`src/slt_pkg.sv`:
```
// shared types, constants and widths of the sauvola local threshold block
`default_nettype none
package slt_pkg;
	localparam int MAX_WIDTH_DEF  = 1024;
	localparam int MAX_WINDOW_DEF = 31;

	localparam int PIX_W   = 8;
	localparam int IMG_W_W = 11;
	localparam int IMG_H_W = 13;
	localparam int WIN_W   = 5;
	localparam int K_W     = 16;
	localparam int R_W     = 8;

	localparam int CFG_IDX_W  = 3;
	localparam int CFG_DATA_W = 16;

	localparam logic [CFG_IDX_W-1:0] CFG_IMAGE_WIDTH  = 3'd0;
	localparam logic [CFG_IDX_W-1:0] CFG_IMAGE_HEIGHT = 3'd1;
	localparam logic [CFG_IDX_W-1:0] CFG_WINDOW_SIZE  = 3'd2;
	localparam logic [CFG_IDX_W-1:0] CFG_K_GAIN       = 3'd3;
	localparam logic [CFG_IDX_W-1:0] CFG_DEV_RANGE    = 3'd4;

	localparam logic [IMG_W_W-1:0] RST_IMAGE_WIDTH  = 11'd640;
	localparam logic [IMG_H_W-1:0] RST_IMAGE_HEIGHT = 13'd480;
	localparam logic [WIN_W-1:0]   RST_WINDOW_SIZE  = 5'd11;
	localparam logic [K_W-1:0]     RST_K_GAIN       = 16'd9830;
	localparam logic [R_W-1:0]     RST_DEV_RANGE    = 8'd50;

	// sized for the largest supported window
	localparam int SUM_W  = 20;
	localparam int SQ_W   = 28;
	localparam int N_W    = 12;
	localparam int NN_W   = 24;
	localparam int NUM_W  = 40;
	localparam int MEAN_W = 16;
	localparam int VAR_W  = 32;
	localparam int SD_W   = 16;
	localparam int D_W    = 24;
	localparam int KD_W   = 40;
	localparam int F_W    = 41;
	localparam int MF_W   = 57;

	localparam int MUL_A_W = 20;
	localparam int MUL_B_W = 41;
	localparam int MUL_P_W = 61;
	localparam int DIV_N_W = 56;
	localparam int DIV_D_W = 24;
	localparam int SQ_IN_W = 32;

	typedef enum logic [1:0] {
		OP_MUL,
		OP_DIV,
		OP_SQRT
	} arith_op_t;

	typedef enum logic [3:0] {
		ST_NN,
		ST_NQ,
		ST_SS,
		ST_MEAN,
		ST_VAR,
		ST_SD,
		ST_D,
		ST_KD,
		ST_MF
	} step_t;

	typedef struct packed {
		logic  in_take;
		logic  win_start;
		logic  win_run;
		logic  pix_read;
		logic  pix_load;
		logic  op_start;
		step_t step;
		logic  op_capture;
		logic  emit;
	} ctrl_cmd_t;

	typedef struct packed {
		logic out_due;
		logic win_done;
		logic op_done;
		logic f_pos;
		logic out_free;
	} dp_stat_t;
endpackage
`default_nettype wire

```
`src/slt_ctrl.sv`:
```
// controller state machine: input beat, window sweep, arithmetic sequence, output beat
`default_nettype none
module slt_ctrl (
	input  wire logic               clk,
	input  wire logic               arst_n,
	input  wire logic               s_tvalid,
	output logic                    s_tready,
	input  wire slt_pkg::dp_stat_t  stat,
	output slt_pkg::ctrl_cmd_t      cmd
);
	typedef enum logic [3:0] {
		S_IDLE,
		S_CHECK,
		S_WIN,
		S_PIX,
		S_PIXW,
		S_OP_GO,
		S_OP_WAIT,
		S_FCHK,
		S_DONE
	} state_t;

	state_t          state_q;
	slt_pkg::step_t  step_q;

	assign s_tready = (state_q == S_IDLE);

	always_comb begin
		cmd            = '0;
		cmd.step       = step_q;
		cmd.in_take    = (state_q == S_IDLE) && s_tvalid;
		cmd.win_start  = (state_q == S_CHECK) && stat.out_due;
		cmd.win_run    = (state_q == S_WIN);
		cmd.pix_read   = (state_q == S_PIX);
		cmd.pix_load   = (state_q == S_PIXW);
		cmd.op_start   = (state_q == S_OP_GO);
		cmd.op_capture = (state_q == S_OP_WAIT) && stat.op_done;
		cmd.emit       = (state_q == S_DONE) && stat.out_free;
	end

	always_ff @(posedge clk or negedge arst_n) begin
		if (!arst_n) begin
			state_q <= S_IDLE;
			step_q  <= slt_pkg::ST_NN;
		end else begin
			case (state_q)
				S_IDLE: begin
					if (s_tvalid) begin
						state_q <= S_CHECK;
					end
				end
				S_CHECK: begin
					state_q <= stat.out_due ? S_WIN : S_IDLE;
				end
				S_WIN: begin
					if (stat.win_done) begin
						state_q <= S_PIX;
					end
				end
				S_PIX: begin
					state_q <= S_PIXW;
				end
				S_PIXW: begin
					step_q  <= slt_pkg::ST_NN;
					state_q <= S_OP_GO;
				end
				S_OP_GO: begin
					state_q <= S_OP_WAIT;
				end
				S_OP_WAIT: begin
					if (stat.op_done) begin
						case (step_q)
							slt_pkg::ST_KD: state_q <= S_FCHK;
							slt_pkg::ST_MF: state_q <= S_DONE;
							default: begin
								step_q  <= slt_pkg::step_t'(step_q + 4'd1);
								state_q <= S_OP_GO;
							end
						endcase
					end
				end
				S_FCHK: begin
					// a non-positive factor makes the product compare trivially
					if (stat.f_pos) begin
						step_q  <= slt_pkg::ST_MF;
						state_q <= S_OP_GO;
					end else begin
						state_q <= S_DONE;
					end
				end
				S_DONE: begin
					if (stat.out_free) begin
						state_q <= S_IDLE;
					end
				end
				default: begin
					state_q <= S_IDLE;
				end
			endcase
		end
	end
endmodule
`default_nettype wire

```
`config.mk`:
```
export PLATFORM = sky130hd
export DESIGN_NAME = slt_ctrl
export DESIGN_NICKNAME = d
export VERILOG_FILES = /design/src/slt_pkg.sv /design/src/slt_ctrl.sv
export SDC_FILE = /design/constraint.sdc
export NUM_CORES = 1
export LEC_CHECK = 0
export ABC_AREA = 1
export BUFFER_PORTS_ARGS = -buffer_cell sky130_fd_sc_hd__buf_4
export CORE_UTILIZATION = 49
export DETAILED_ROUTE_END_ITERATION = 7
export GPL_TIMING_DRIVEN = 0
export PLACE_DENSITY = 0.77
export REMOVE_ABC_BUFFERS = 1
export SETUP_SLACK_MARGIN = 0.05
export SLEW_MARGIN = 15
export SYNTH_ARGS = -nofsm -noshare
export SYNTH_HDL_FRONTEND = slang
export SYNTH_SLANG_ARGS = --single-unit
```
`constraint.sdc`:
```
create_clock -name clk -period 1.35 [get_ports clk]
set_clock_uncertainty 0.05 [all_clocks]
set_input_delay 0.2025 -clock clk [delete_from_list [all_inputs] [get_ports clk]]
set_output_delay 0.2025 -clock clk [all_outputs]
set_load 0.01 [all_outputs]
```
**After elaboration in Yosys (flattened, before gate mapping)**

Cells that the tools add are included.

- Logic and storage cells: 40
- Register bits: 8

- $add $sub $neg: 1
- Reduce and logical (&&, ||, !) cells: 9
- Equality and inequality tests: 16
- Mux-type cells: 12

Operator list:

| cell | number |
|---|---|
| case mux 4 bit (9 select lines) | 1 |
| 2-to-1 mux 4 bit | 8 |
| equality test 4 x 3 -> 1 bit, second input constant | 5 |
| != test 2 bit, second input constant | 6 |
| case mux 4 bit (3 select lines) | 1 |
| equality test 4 x 2 -> 1 bit, second input constant | 2 |
| equality test 4 bit, second input constant | 2 |
| case mux 4 bit (2 select lines) | 1 |
| AND reduction 4 bit | 2 |
| adder 4 x 1 -> 4 bit, second input constant | 1 |
| equality test 4 x 1 -> 1 bit, second input constant | 1 |
| logical AND 1 bit | 4 |
| zero test 4 bit | 1 |
| nonzero test 3 bit | 1 |
| 2-to-1 mux 2 bit | 1 |
| OR reduction 2 bit | 1 |

**Longest topological paths before layout**

Gate-level depths: netlist (run 1).

- Word-level depth: 5
- Mapped depth: 8
- Mapped depth without buffers: 8

**Worst setup path before layout (run 1)**

OpenSTA, ideal clock, no wires.

- Kind: flip-flop to flip-flop
- Start: register step_q[0]
- End: register step_q[0]
- Path buffers: 0
- Cell stages (with the launch flop): 9
- Data arrival time: 1.157 ns
- Setup slack: 0.025 ns
- Data required time: 1.182 ns
- Path through: dfrtp_1 > inv_1 > ha_1 > nand3_1 > nand2_1 > nand2_2 > nand3_4 > nand2_1 > nand2_1

- Word-level cells in the longest chain between the ends: 4
- Elaborated cells on any way between the ends: 9
- Those cells by class: add/sub: 1; eq/ne: 3; mux: 3; reduce/logical: 2

RTL lines:

| element | line | text |
|---|---|---|
| start, declared | slt_ctrl.sv:24 | `slt_pkg::step_t step_q;` |
| start signal, assigned | slt_ctrl.sv:44 | `step_q <= slt_pkg::ST_NN;` |
| start signal, assigned | slt_ctrl.sv:64 | `step_q <= slt_pkg::ST_NN;` |
| start signal, assigned | slt_ctrl.sv:76 | `step_q <= slt_pkg::step_t'(step_q + 4'd1);` |
| adder 4 x 1 -> 4 bit (tied with other cells) | slt_ctrl.sv:76 |  |
| 2-to-1 mux 4 bit or OR reduction 2 bit (tied branches) | n/a |  |
| 2-to-1 mux 4 bit or != test 2 bit (tied branches) | n/a |  |
| case mux 4 bit (3 select lines) or AND reduction 4 bit (tied branches) | n/a |  |

Several ways; a longest one is shown, not always the timed one. The select of a mux whose other input is x is not followed.
A chain may end at the register's enable or synchronous reset.

==> results.txt, run 1 <==
----------------------------------------------------
[Power]
  Worst voltage drop across the vdd grid ... 1.166 mV
  Power per cell area ... 1608 nW/um2
  Leakage dissipation ... 0.0006566 uW

[Timing]
  Smallest setup slack after layout ... -0.2050 ns
  WHS ... 0.2542 ns
  Final setup vio count ... 17
  Unrepaired setup endpoints after global routing ... yes
  Setup TNS ... -2.160 ns
  Rel. slew slack ... 78.39%
  Endpoints failing hold ... 0
  Max Slew Vio Count ... 0
  Transition at the pin with the smallest max-transition slack ... 0.3241 ns
  Final Critical Period ... 1.555 ns
  Tcrit/Tclk final ... 115.2%
  Highest clock rate ... 0.6431 GHz

[Floorplanning]
  Die Width ... 39.20 um
  Height of the chip ... 39.20 um
  Floorplan die area ... 1537 um2
  Num ports ... 21
  Placeable core region ... 1301 um2
  Number of rows created at floorplan ... 13
  Starting density of the core ... 52.12%

[Finish]
  Area of all placed cells without fillers ... 1250 um2
  # nets final ... 160
  Final core utilization ... 96.06%
  Antenna fix cells ... 0
  Synth-to-layout area growth ... 84.32%
  Share of layout cells above drive strength 1 ... 61.49%

[Logic synthesis]
  Synthesized area per cell ... 6.649 um2
  Post-synthesis register bit count ... 8
  Fraction of post-synthesis cell area in the top cell type by area ... 29.52%
  Most common library cells after synthesis ... 25 x nand2_1, 17 x inv_1, 11 x nand3_1, 11 x nor2_1, 8 x dfrtp_1
  Post-synth EDFFs ... 0
  Ranking of synthesized cells by area ... dfrtp_1 30%, nand2_1 14%, inv_1 9.4%
  Post-synthesis async set-or-reset flop share ... 100.0%
  Synthesis Warnings ... 0
  Library cells used by synthesis ... 20
  Post-Synth Adder-Cell Area ... 3.690%
  Share of the synthesized netlist area taken by xor and xnor gates ... 1.292%
  Multiplexer share of the synthesized area ... 0%
  Largest family of logic cells by synthesized area ... simple AND/OR/NAND/NOR gates
  Post-Syn Area ... 678.2 um2
  Cell accounting for the most synthesized area ... dfrtp_1
  Most repeated cell in the gate-level netlist after synthesis ... nand2_1
  Area share of and/or/nand/nor cells after synthesis ... 51.66%
  Synthesized netlist cell count ... 102
  Predominant post-synthesis flop cell ... dfrtp_1
  Area fraction in compound gates after synthesis ... 2.768%
  Part of the Yosys area used for sequential elements ... 29.52%

[Critical path]
  Crit end category ... output port
  CP Data Arrival Time ... 1.30 ns
  Crit-path max FO ... 5
  Crit path max-delay family ... flip-flops
  Worst setup path class ... reg -> out
  Sequence of cells on the critical path ... nor2_4 -> inv_2 -> nor4_4 -> buf_4
  CP startpoint kind ... flop
  Critical path buffer and inverter count ... 2
  Longest individual stage delay on the worst path ... 0.45 ns
  Cell at the slowest stage of the critical path ... dfrtp_2
  Data required time of the worst path ... 1.10 ns

[Placed design]
  Placed instance area ... 847.1 um2
  RePlAce Congestion ... 0.8726
  Post-detailed-placement half-perimeter wirelength ... 1266 um
  Number of I/O port buffers ... 20

[CTS]
  CTS tree ... done
  Root buffer selected by CTS ... clkbuf_4
  Deepest level of the CTS H-tree ... 1
  Longest Clk Path Bufs ... 2
  Skew-Pair Late Insertion Delay ... 0.25 ns
  Number of clock buffers inserted by TritonCTS ... 3
  Clock input transition at the sequential cells of the worst setup and hold paths ... 0.05 ns
  Count of clock tree sinks ... 8

[Routing]
  Number of vias per cell ... 6.190
  Number of remaining DRC errors ... 0
  Post-detailed-route wirelength per cell ... 20.18 um
  Detailed-route wire length ... 3290 um
  Total iterations of the first detailed-routing run ... 4
  Vias ... 1009
  Post-route ant nets ... 0
  Iteration-0 DRC Markers ... 87

[Hold path]
  Min-Delay Path Class ... in -> reg

[Global routing]
  Initial antenna violation count ... 0
  Combined global-route utilization of all metal layers ... 37.44%
  Maximum number of pins on one net before global-route repair ... 9
  Wire length of the first global-routing pass ... 3684 um
  Via count of the first global-routing pass ... 782
  Overflow after GRT ... 0

[Status]
  Outcome ... finished, violations left
  Failing checks ... setup timing

[Run]
  Total of max-cap violations ... 0

----------------------------------------------------
==> tightest hold or removal path, cell delays in order <==
cell,delay [ns]
buf_4,0.08
inv_1,0.06
nand4_1,0.11
nand2_1,0.06
==> layer usage <==
layer	share of wire, %	vias up	global-route usage, %
met4	6.4	0	22.41
li1	-	416	-
met1	36	459	49.82
met2	45	102	55.83
met5	0	-	0
met3	13	32	6.358
==> cell families (layout without fill, tap and decap cells) <==
logic type               after synthesis  in the layout
AO/OA/AOI/OAI                          3              3
XOR/XNOR                               1              1
adder cells (fa/ha/maj)                2              2
buffers and inverters                 20             66
flip-flops                             8              8
AND/OR/NAND/NOR                       68             68
==> metrics by stage <==
step	instances	total power (uW)	setup WS, ns
2_1_floorplan	102	879.9	0.02472
6_report	163	2010	-0.2050
3_3_place_gp	137	1111	-0.03065
5_1_grt	163	2084	-0.2340
4_1_cts	158	1664	-0.1253
3_5_place_dp	137	1131	-0.06513
==> final timing paths <==
kind                             from  slack (ns)  cells past startpoint          to
max                        state_q[0]       -0.20                      4      cmd[0]
min                           stat[0]        0.25                      4  state_q[3]
max reg2reg                state_q[0]       -0.18                     10  state_q[2]
min reg2reg                state_q[3]        0.64                      2  state_q[3]
max in group asynchronous      arst_n        0.85                      2   step_q[0]
min in group asynchronous      arst_n        0.26                      2  state_q[2]
==> cell usage in the layout (no fill, tap or decap), types with 2 or more instances in the layout <==
master / synthesis / final
dfrtp_1: 8 / 2
nor2_1: 11 / 6
buf_4: 0 / 37
nor2_4: 2 / 8
nand3_2: 1 / 4
nor2_2: 3 / 2
ha_4: 0 / 2
nand3_1: 11 / 7
buf_6: 0 / 5
nand3_4: 1 / 2
clkbuf_4: 0 / 3
nand2_1: 25 / 22
inv_4: 0 / 2
nand4_1: 4 / 4
inv_1: 17 / 14
inv_2: 3 / 4
nand2_2: 7 / 3
dfrtp_2: 0 / 6
nand2_4: 1 / 8
==> flip-flops by register name, summed over array words and instances, names as in the netlist <==
signal,flops
state_q,4
step_q,4
==> cell type report <==
| cell class | count | area, um2 |
|---|---|---|
| clock buffers | 3 | 22.52 |
| fillers | 29 | 51.30 |
| inverters | 20 | 80.08 |
| well taps | 15 | 18.77 |
| flip-flops and latches | 8 | 207.7 |
| repair buffers | 43 | 344.1 |
| multi-input cells | 74 | 576.8 |
==> report_power, final <==
part           total (uW)  internal, uW  switching (uW)
clock                 168           101            67.6
sequential            410           302             108
combinational        1430           614             817
==> repair_timing <==
action	in CTS	in global routing
resized for setup	31	21
hold endpoints to repair	8	0
buffers inserted	17	5
pin swaps	9	9
hold buffers	1	0
setup endpoints to repair	15	17
Power figures use the tool's default switching activity.
==> run 2: changes to the inputs <==
--- a/config.mk
+++ b/config.mk
@@ -5,12 +5,12 @@
 export SDC_FILE = /design/constraint.sdc
 export NUM_CORES = 1
 export LEC_CHECK = 0
-export ABC_AREA = 1
+export ABC_AREA = 0
 export BUFFER_PORTS_ARGS = -buffer_cell sky130_fd_sc_hd__buf_4
-export CORE_UTILIZATION = 49
+export CORE_UTILIZATION = 47
 export DETAILED_ROUTE_END_ITERATION = 7
 export GPL_TIMING_DRIVEN = 0
-export PLACE_DENSITY = 0.77
+export PLACE_DENSITY = 0.76
 export REMOVE_ABC_BUFFERS = 1
 export SETUP_SLACK_MARGIN = 0.05
 export SLEW_MARGIN = 15
==> results.txt, run 2 <==
----------------------------------------------------
[CTS]
  Count of clock tree sinks ... 8
  Number of clock buffers inserted by TritonCTS ... 3
  Longest Clk Path Bufs ... 2
  Deepest level of the CTS H-tree ... 1
  Root buffer selected by CTS ... clkbuf_4

[Logic synthesis]
  Ranking of synthesized cells by area ... dfrtp_1 33%, a21oi_1 5.7%, ha_1 4.1%
  Synthesis Warnings ... 0
  Predominant post-synthesis flop cell ... dfrtp_1
  Library cells used by synthesis ... 31
  Synthesized area per cell ... 8.124 um2
  Part of the Yosys area used for sequential elements ... 32.85%
  Post-synthesis register bit count ... 8
  Most common library cells after synthesis ... 8 x dfrtp_1, 7 x a21oi_1, 6 x nand2_1
  Most repeated cell in the gate-level netlist after synthesis ... dfrtp_1
  Synthesized netlist cell count ... 75
  Fraction of post-synthesis cell area in the top cell type by area ... 32.85%
  Post-synth EDFFs ... 0
  Post-Syn Area ... 609.3 um2
  Cell accounting for the most synthesized area ... dfrtp_1
  Post-synthesis async set-or-reset flop share ... 100.0%

[Status]
  Exit stage ... 5_1_grt
  Run-stopping error ... [ERROR DPL-0038] Utilization greater than 100%, impossible to legalize
  Outcome ... did not finish

[Floorplanning]
  Starting density of the core ... 52.71%
  Number of rows created at floorplan ... 12
  Height of the chip ... 38.01 um
  Die Width ... 38.01 um
  Num ports ... 21

[Placed design]
  Post-detailed-placement half-perimeter wirelength ... 1085 um
  RePlAce Congestion ... 0.7677
  Number of I/O port buffers ... 20
  Count of placed standard cells including taps ... 105

[Timing]
  GRT worst endpoint ... cmd[8]
  Type of pin the worst path ends at ... output port

[Global routing]
  Maximum number of pins on one net before global-route repair ... 9

----------------------------------------------------
-- run 2: logic make-up after synthesis --
logic type | Yosys count | share of synthesized area [%]
adder cells (fa/ha/maj) | 2 | 4.106
AND/OR/NAND/NOR | 34 | 31.83
flip-flops | 8 | 32.85
buffers and inverters | 8 | 5.749
AO/OA/AOI/OAI | 22 | 23.61
multiplexers | 1 | 1.848
-- run 2: repair_timing --
| action | CTS |
|---|---|
| hold buffers | 1 |
| buffers inserted | 20 |
| setup endpoints to repair | 17 |
| gates resized for setup | 34 |
| pin swaps | 16 |
| hold endpoints to repair | 8 |
-- run 2: per-stage QoR --
step                hold WS, ns  TNS [ns]  instance area (um2)  setup slack (ns)  util, %
CTS                      0.1017    -2.059                 1091           -0.2274    94.37
detailed placement     -0.02864    -2.517                757.0           -0.3332    65.48
global placement       -0.02442    -2.160                757.0           -0.3061    65.48
floorplan               -0.1431    -1.041                589.3           -0.1756        -
==> run 3: changes to the inputs <==
--- a/config.mk
+++ b/config.mk
@@ -7,12 +7,12 @@
 export LEC_CHECK = 0
 export ABC_AREA = 0
 export BUFFER_PORTS_ARGS = -buffer_cell sky130_fd_sc_hd__buf_4
-export CORE_UTILIZATION = 47
+export CORE_AREA = 2 2 63 65
 export DETAILED_ROUTE_END_ITERATION = 7
+export DIE_AREA = 0 0 65 67
 export GPL_TIMING_DRIVEN = 0
-export PLACE_DENSITY = 0.76
+export PLACE_DENSITY_LB_ADDON = 0.15
 export REMOVE_ABC_BUFFERS = 1
-export SETUP_SLACK_MARGIN = 0.05
 export SLEW_MARGIN = 15
 export SYNTH_ARGS = -nofsm -noshare
 export SYNTH_HDL_FRONTEND = slang
==> results.txt, run 3 <==
----------------------------------------------------
[Routing]
  Total iterations of the first detailed-routing run ... 4
  Number of remaining DRC errors ... 0
  Vias ... 756
  Post-route ant nets ... 0
  Number of vias per cell ... 4.421
  Detailed-route wire length ... 2276 um
  Iteration-0 DRC Markers ... 30
  Post-detailed-route wirelength per cell ... 13.31 um

[Critical path]
  CP Data Arrival Time ... 1.31 ns
  Cell at the slowest stage of the critical path ... dfrtp_2
  Worst setup path class ... reg -> out
  R2R cell count ... 4
  R2r endpoint ... state_q[2]
  Critical path buffer and inverter count ... 1
  Crit-path max FO ... 6
  Crit end category ... output port
  CP startpoint kind ... flop
  Data required time of the worst path ... 1.10 ns
  Number of stages on the worst setup path ... 3
  Longest individual stage delay on the worst path ... 0.49 ns
  Crit path max-delay family ... flip-flops
  Launching point of the worst reg2reg path ... state_q[2]
  Sequence of cells on the critical path ... nor4_4 -> and2_1 -> buf_4
  Setup slack on the worst flop-to-flop path ... -0.19 ns

[Logic synthesis]
  Cell accounting for the most synthesized area ... dfrtp_1
  Fraction of post-synthesis cell area in the top cell type by area ... 32.85%
  Post-synth EDFFs ... 0
  Most common library cells after synthesis ... 8 x dfrtp_1, 7 x a21oi_1, 6 x nand2_1
  Post-synthesis async set-or-reset flop share ... 100.0%
  Most repeated cell in the gate-level netlist after synthesis ... dfrtp_1
  Ranking of synthesized cells by area ... dfrtp_1 33%, a21oi_1 5.7%, ha_1 4.1%
  Synthesized area per cell ... 8.124 um2
  Part of the Yosys area used for sequential elements ... 32.85%
  Synthesis Warnings ... 0
  Library cells used by synthesis ... 31
  Post-Syn Area ... 609.3 um2
  Predominant post-synthesis flop cell ... dfrtp_1
  Post-synthesis register bit count ... 8
  Synthesized netlist cell count ... 75

[CTS]
  Clock input transition at the sequential cells of the worst setup and hold paths ... 0.05 ns
  Count of clock tree sinks ... 8
  Skew-Pair Late Insertion Delay ... 0.23 ns
  Longest Clk Path Bufs ... 2
  Deepest level of the CTS H-tree ... 1
  Root buffer selected by CTS ... clkbuf_8
  CTS tree ... done
  Number of clock buffers inserted by TritonCTS ... 3

[Finish]
  Layout filler cell count ... 375
  Commonest cells after routing, fill and taps aside ... 41 x buf_4, 7 x buf_6, 5 x a21oi_1
  Share of layout cells above drive strength 1 ... 65.85%
  Leading cell type in the layout, fill and taps excluded ... buf_4
  Synth-to-layout area growth ... 105.1%
  Registers with the most flip-flops ... state_q: 4 flops, step_q: 4 flops
  Antenna fix cells ... 0
  Final core utilization ... 34.66%
  Number of standard cells in the layout, taps in and fillers out ... 171
  # nets final ... 135

[Power]
  Power spent charging and discharging nets ... 974.4 uW
  Clock Power Share ... 12.0%
  Power per cell area ... 1924 nW/um2
  Worst voltage drop across the vdd grid ... 0.7608 mV
  Switching fraction of total power ... 40.52%
  Sequential cell fraction of total power ... 20.7%
  Cell-internal power ... 1431 uW
  Leakage dissipation ... 0.0005474 uW
  Combinational share of power ... 67.3%

[Global routing]
  Initial antenna violation count ... 0
  Wire length of the first global-routing pass ... 3677 um
  Combined global-route utilization of all metal layers ... 11.27%
  Via count of the first global-routing pass ... 773
  Overflow after GRT ... 0
  Maximum number of pins on one net before global-route repair ... 9

[Timing]
  Smallest setup slack after layout ... -0.2108 ns
  Final setup vio count ... 17
  Max Slew Vio Count ... 0
  Tcrit/Tclk final ... 115.6%
  Unrepaired setup endpoints after global routing ... yes
  Highest clock rate ... 0.6407 GHz
  Endpoints failing hold ... 0
  Transition at the pin with the smallest max-transition slack ... 0.2469 ns
  Rel. slew slack ... 83.54%
  Final Critical Period ... 1.561 ns

[Floorplanning]
  Num ports ... 21
  Placeable core region ... 3606 um2
  Number of rows created at floorplan ... 22
  Height of the chip ... 67 um
  Starting density of the core ... 16.90%
  Die Width ... 65 um
  Floorplan die area ... 4355 um2

[Status]
  Outcome ... finished, violations left
  Failing checks ... setup timing

[Hold path]
  Min-Delay Endpoint ... state_q[3]
  Min-Delay Path Class ... in -> reg
  Worst min-delay path startpoint ... stat[0]
  Worst hold stages ... 2

[Placed design]
  Number of I/O port buffers ... 20
  Post-detailed-placement half-perimeter wirelength ... 1298 um
  RePlAce Congestion ... 0.7122
  Count of placed standard cells including taps ... 139

[Run]
  Total of max-cap violations ... 0

----------------------------------------------------
## run 3: cell counts after synthesis
No cell type changed its count.
## run 3: final cells by class
class                           instances  area, um2  share of cell area (%)
Inverter                                4      15.01                   1.201
Multi-Input combinational cell         59      531.8                   42.54
Timing Repair Buffer                   49      396.6                   31.73
Clock buffer                            3      41.29                   3.303
Sequential cell                         8      205.2                   16.42
Tap cell                               48      60.06                   4.805
## run 3: worst max path at each step
stage | endpoint | startpoint | slack [ns]
floorplan | cmd[11] | state_q[2] | -0.18
global placement | state_q[2] | state_q[2] | -0.39
detailed placement | state_q[2] | state_q[2] | -0.39
CTS | cmd[11] | state_q[2] | -0.21
global route | cmd[11] | state_q[2] | -0.26
finish | cmd[11] | state_q[2] | -0.21
## run 3: cells by family (layout without fill, tap and decap cells)
logic type                 count (synthesis)  after routing  synth area share [%]
and+or+nand+nor                           34             34                 31.83
buffers and inverters                      8             56                 5.749
DFF                                        8              8                 32.85
muxes                                      1              1                 1.848
adders and majority gates                  2              2                 4.106
AOI/OAI and AO/OA                         22             22                 23.61
## run 3: per-layer routing
layer  track usage, %  wire length [um]  vias up
li1                 -                 -      373
met1            13.78              1032      361
met2            19.46              1108       20
met3            1.858               107        2
met4            4.787                27        0
met5                0                 0        -
## run 3: what timing repair did
| item | 4_1_cts | 5_1_grt |
|---|---|---|
| buffers inserted | 25 | 3 |
| setup endpoints to repair | 17 | 17 |
| pin swaps | 12 | 4 |
| resized for setup | 35 | 10 |
| endpoints found under the hold margin | 8 | 0 |
| hold buffers | 1 | 0 |
## run 3: power groups by stage
stage / logic [uW] / clock network [uW] / registers, uW
6_report: 1620 / 288 / 499
5_1_grt: 1750 / 314 / 517
4_1_cts: 1460 / 294 / 491
3_5_place_dp: 745 / 0 / 534
3_3_place_gp: 741 / 0 / 534
2_1_floorplan: 446 / 0 / 491
## run 3: per-stage QoR
step	hold slack, ns	TNS (ns)	setup slack, ns	cell area [um2]	total power [uW]
floorplan	-0.1431	-1.041	-0.1756	589.3	937.5
global placement	-0.01774	-2.998	-0.3900	799.5	1274
detailed placement	-0.01784	-3.202	-0.3900	799.5	1278
CTS	0.1119	-1.811	-0.2107	1179	2242
global route	0.1166	-3.090	-0.2626	1250	2585
finish	0.1159	-2.105	-0.2108	1250	2405
==> run 4: changes to the inputs <==
--- a/config.mk
+++ b/config.mk
@@ -7,6 +7,8 @@
 export LEC_CHECK = 0
 export ABC_AREA = 0
 export BUFFER_PORTS_ARGS = -buffer_cell sky130_fd_sc_hd__buf_4
+export CELL_PAD_IN_SITES_DETAIL_PLACEMENT = 1
+export CELL_PAD_IN_SITES_GLOBAL_PLACEMENT = 2
 export CORE_AREA = 2 2 63 65
 export DETAILED_ROUTE_END_ITERATION = 7
 export DIE_AREA = 0 0 65 67
==> results.txt, run 4 (synthesized netlist as in run 3, its figures left out) <==
----------------------------------------------------
[Routing]
  Number of vias per cell ... 4.541
  Detailed-route wire length ... 2460 um
  Vias ... 772
  Post-route ant nets ... 0
  Number of remaining DRC errors ... 0
  Total iterations of the first detailed-routing run ... 2
  Iteration-0 DRC Markers ... 19
  Post-detailed-route wirelength per cell ... 14.47 um

[Finish]
  # nets final ... 134
  Registers with the most flip-flops ... state_q: 4 flops, step_q: 4 flops
  Synth-to-layout area growth ... 108.4%
  Layout filler cell count ... 426
  Commonest cells after routing, fill and taps aside ... 39 x buf_4, 8 x buf_6
  Share of layout cells above drive strength 1 ... 68.85%
  Antenna fix cells ... 0
  Area of all placed cells without fillers ... 1270 um2
  Storage cell area ... 205.2 um2
  Leading cell type in the layout, fill and taps excluded ... buf_4
  Final core utilization ... 35.22%
  Total area of multi-input combinational cells ... 555.5 um2

[Global routing]
  Initial antenna violation count ... 0
  Via count of the first global-routing pass ... 870
  Combined global-route utilization of all metal layers ... 12.46%
  Wire length of the first global-routing pass ... 4126 um
  Maximum number of pins on one net before global-route repair ... 9
  Overflow after GRT ... 0

[Power]
  Leakage dissipation ... 0.0005584 uW
  Power per cell area ... 1882 nW/um2
  Worst voltage drop across the vdd grid ... 0.5467 mV

[Timing]
  Smallest setup slack after layout ... -0.1864 ns
  Final Critical Period ... 1.536 ns
  Highest clock rate ... 0.6509 GHz
  Rel. slew slack ... 83.42%
  Unrepaired setup endpoints after global routing ... yes
  Endpoints failing hold ... 0
  Max Slew Vio Count ... 0
  Tcrit/Tclk final ... 113.8%
  Final setup vio count ... 17
  Transition at the pin with the smallest max-transition slack ... 0.2487 ns

[Critical path]
  CP Data Arrival Time ... 1.28 ns
  CP startpoint kind ... flop
  Data required time of the worst path ... 1.10 ns
  Crit end category ... output port
  Worst setup path class ... reg -> out
  R2r endpoint ... state_q[2]
  Crit-path max FO ... 7
  Launching point of the worst reg2reg path ... state_q[2]
  Setup slack on the worst flop-to-flop path ... -0.15 ns
  R2R cell count ... 4

[Placed design]
  RePlAce Congestion ... 0.7309
  Placed instance area ... 799.5 um2
  Number of I/O port buffers ... 20
  Post-detailed-placement half-perimeter wirelength ... 1465 um
  Worst-case setup slack after placement ... -0.4119 ns

[Floorplanning]
  Height of the chip ... 67 um
  Number of rows created at floorplan ... 22
  Floorplan die area ... 4355 um2
  Starting density of the core ... 16.90%
  Placeable core region ... 3606 um2
  Num ports ... 21
  Die Width ... 65 um

[CTS]
  CTS tree ... done
  Longest Clk Path Bufs ... 2
  Clock input transition at the sequential cells of the worst setup and hold paths ... 0.04 ns
  Deepest level of the CTS H-tree ... 1
  Number of clock buffers inserted by TritonCTS ... 3
  Count of clock tree sinks ... 8
  Root buffer selected by CTS ... clkbuf_8
  Skew-Pair Late Insertion Delay ... 0.23 ns

[Run]
  Total of max-cap violations ... 0

[Status]
  Outcome ... finished, violations left
  Failing checks ... setup timing

[Hold path]
  Worst min-delay path startpoint ... stat[0]
  Worst hold stages ... 2
  Min-Delay Path Class ... in -> reg
  Min-Delay Endpoint ... state_q[3]

----------------------------------------------------
## run 4: what timing repair did
item / CTS / global route
buffers inserted: 23 / 5
hold endpoints to repair: 8 / 0
cloned: 0 / 0
endpoints found under the setup margin: 17 / 17
pin swaps: 13 / 5
resized for setup: 40 / 11
hold buffers: 1 / 0
## run 4: cell type report
cell class / count / share of cell area (%)
clock buffers: 3 / 3.251
inverters: 4 / 1.182
multi-input cells: 59 / 43.74
flip-flops and latches: 8 / 16.16
well taps: 48 / 4.729
repair buffers: 48 / 30.94
## run 4: per-layer routing
layer / track usage (%) / share of wire (%) / vias up
li1: - / - / 372
met1: 14.81 / 44 / 373
met2: 21.91 / 50 / 21
met3: 2.872 / 3.4 / 6
met4: 4.255 / 2.4 / 0
met5: 0 / 0 / -
## run 4: worst max path at each step
stage,slack [ns],depth (start not counted),to,from
CTS,-0.19,3,cmd[11],state_q[2]
floorplan,-0.18,2,cmd[11],state_q[2]
global route,-0.24,3,cmd[10],state_q[1]
detailed placement,-0.41,4,cmd[1],state_q[2]
global placement,-0.40,4,cmd[1],state_q[2]
finish,-0.19,4,cmd[1],state_q[0]
## run 4: metrics by stage
stage | cells | setup TNS, ns | power (uW) | hold slack (ns)
2_1_floorplan | 71 | -1.041 | 937.5 | -0.1431
3_3_place_gp | 139 | -3.299 | 1290 | -0.01699
3_5_place_dp | 139 | -3.456 | 1299 | -0.01628
4_1_cts | 166 | -1.781 | 2253 | 0.1138
5_1_grt | 170 | -3.000 | 2595 | 0.1316
6_report | 170 | -1.875 | 2390 | 0.1152
## run 4: report_power, final
group | switching (uW) | internal, uW | total [uW] | leakage, uW
sequential | 187 | 333 | 520 | 0.000100
combinational | 714 | 863 | 1580 | 0.000437
clock | 99.6 | 194 | 293 | 0.0000216
## run 4: critical path, stage by stage (launching register included)
cell and delay, ns:
dfrtp_2 0.49, nand2b_4 0.21, nor2_4 0.12, and2_4 0.14, buf_6 0.09
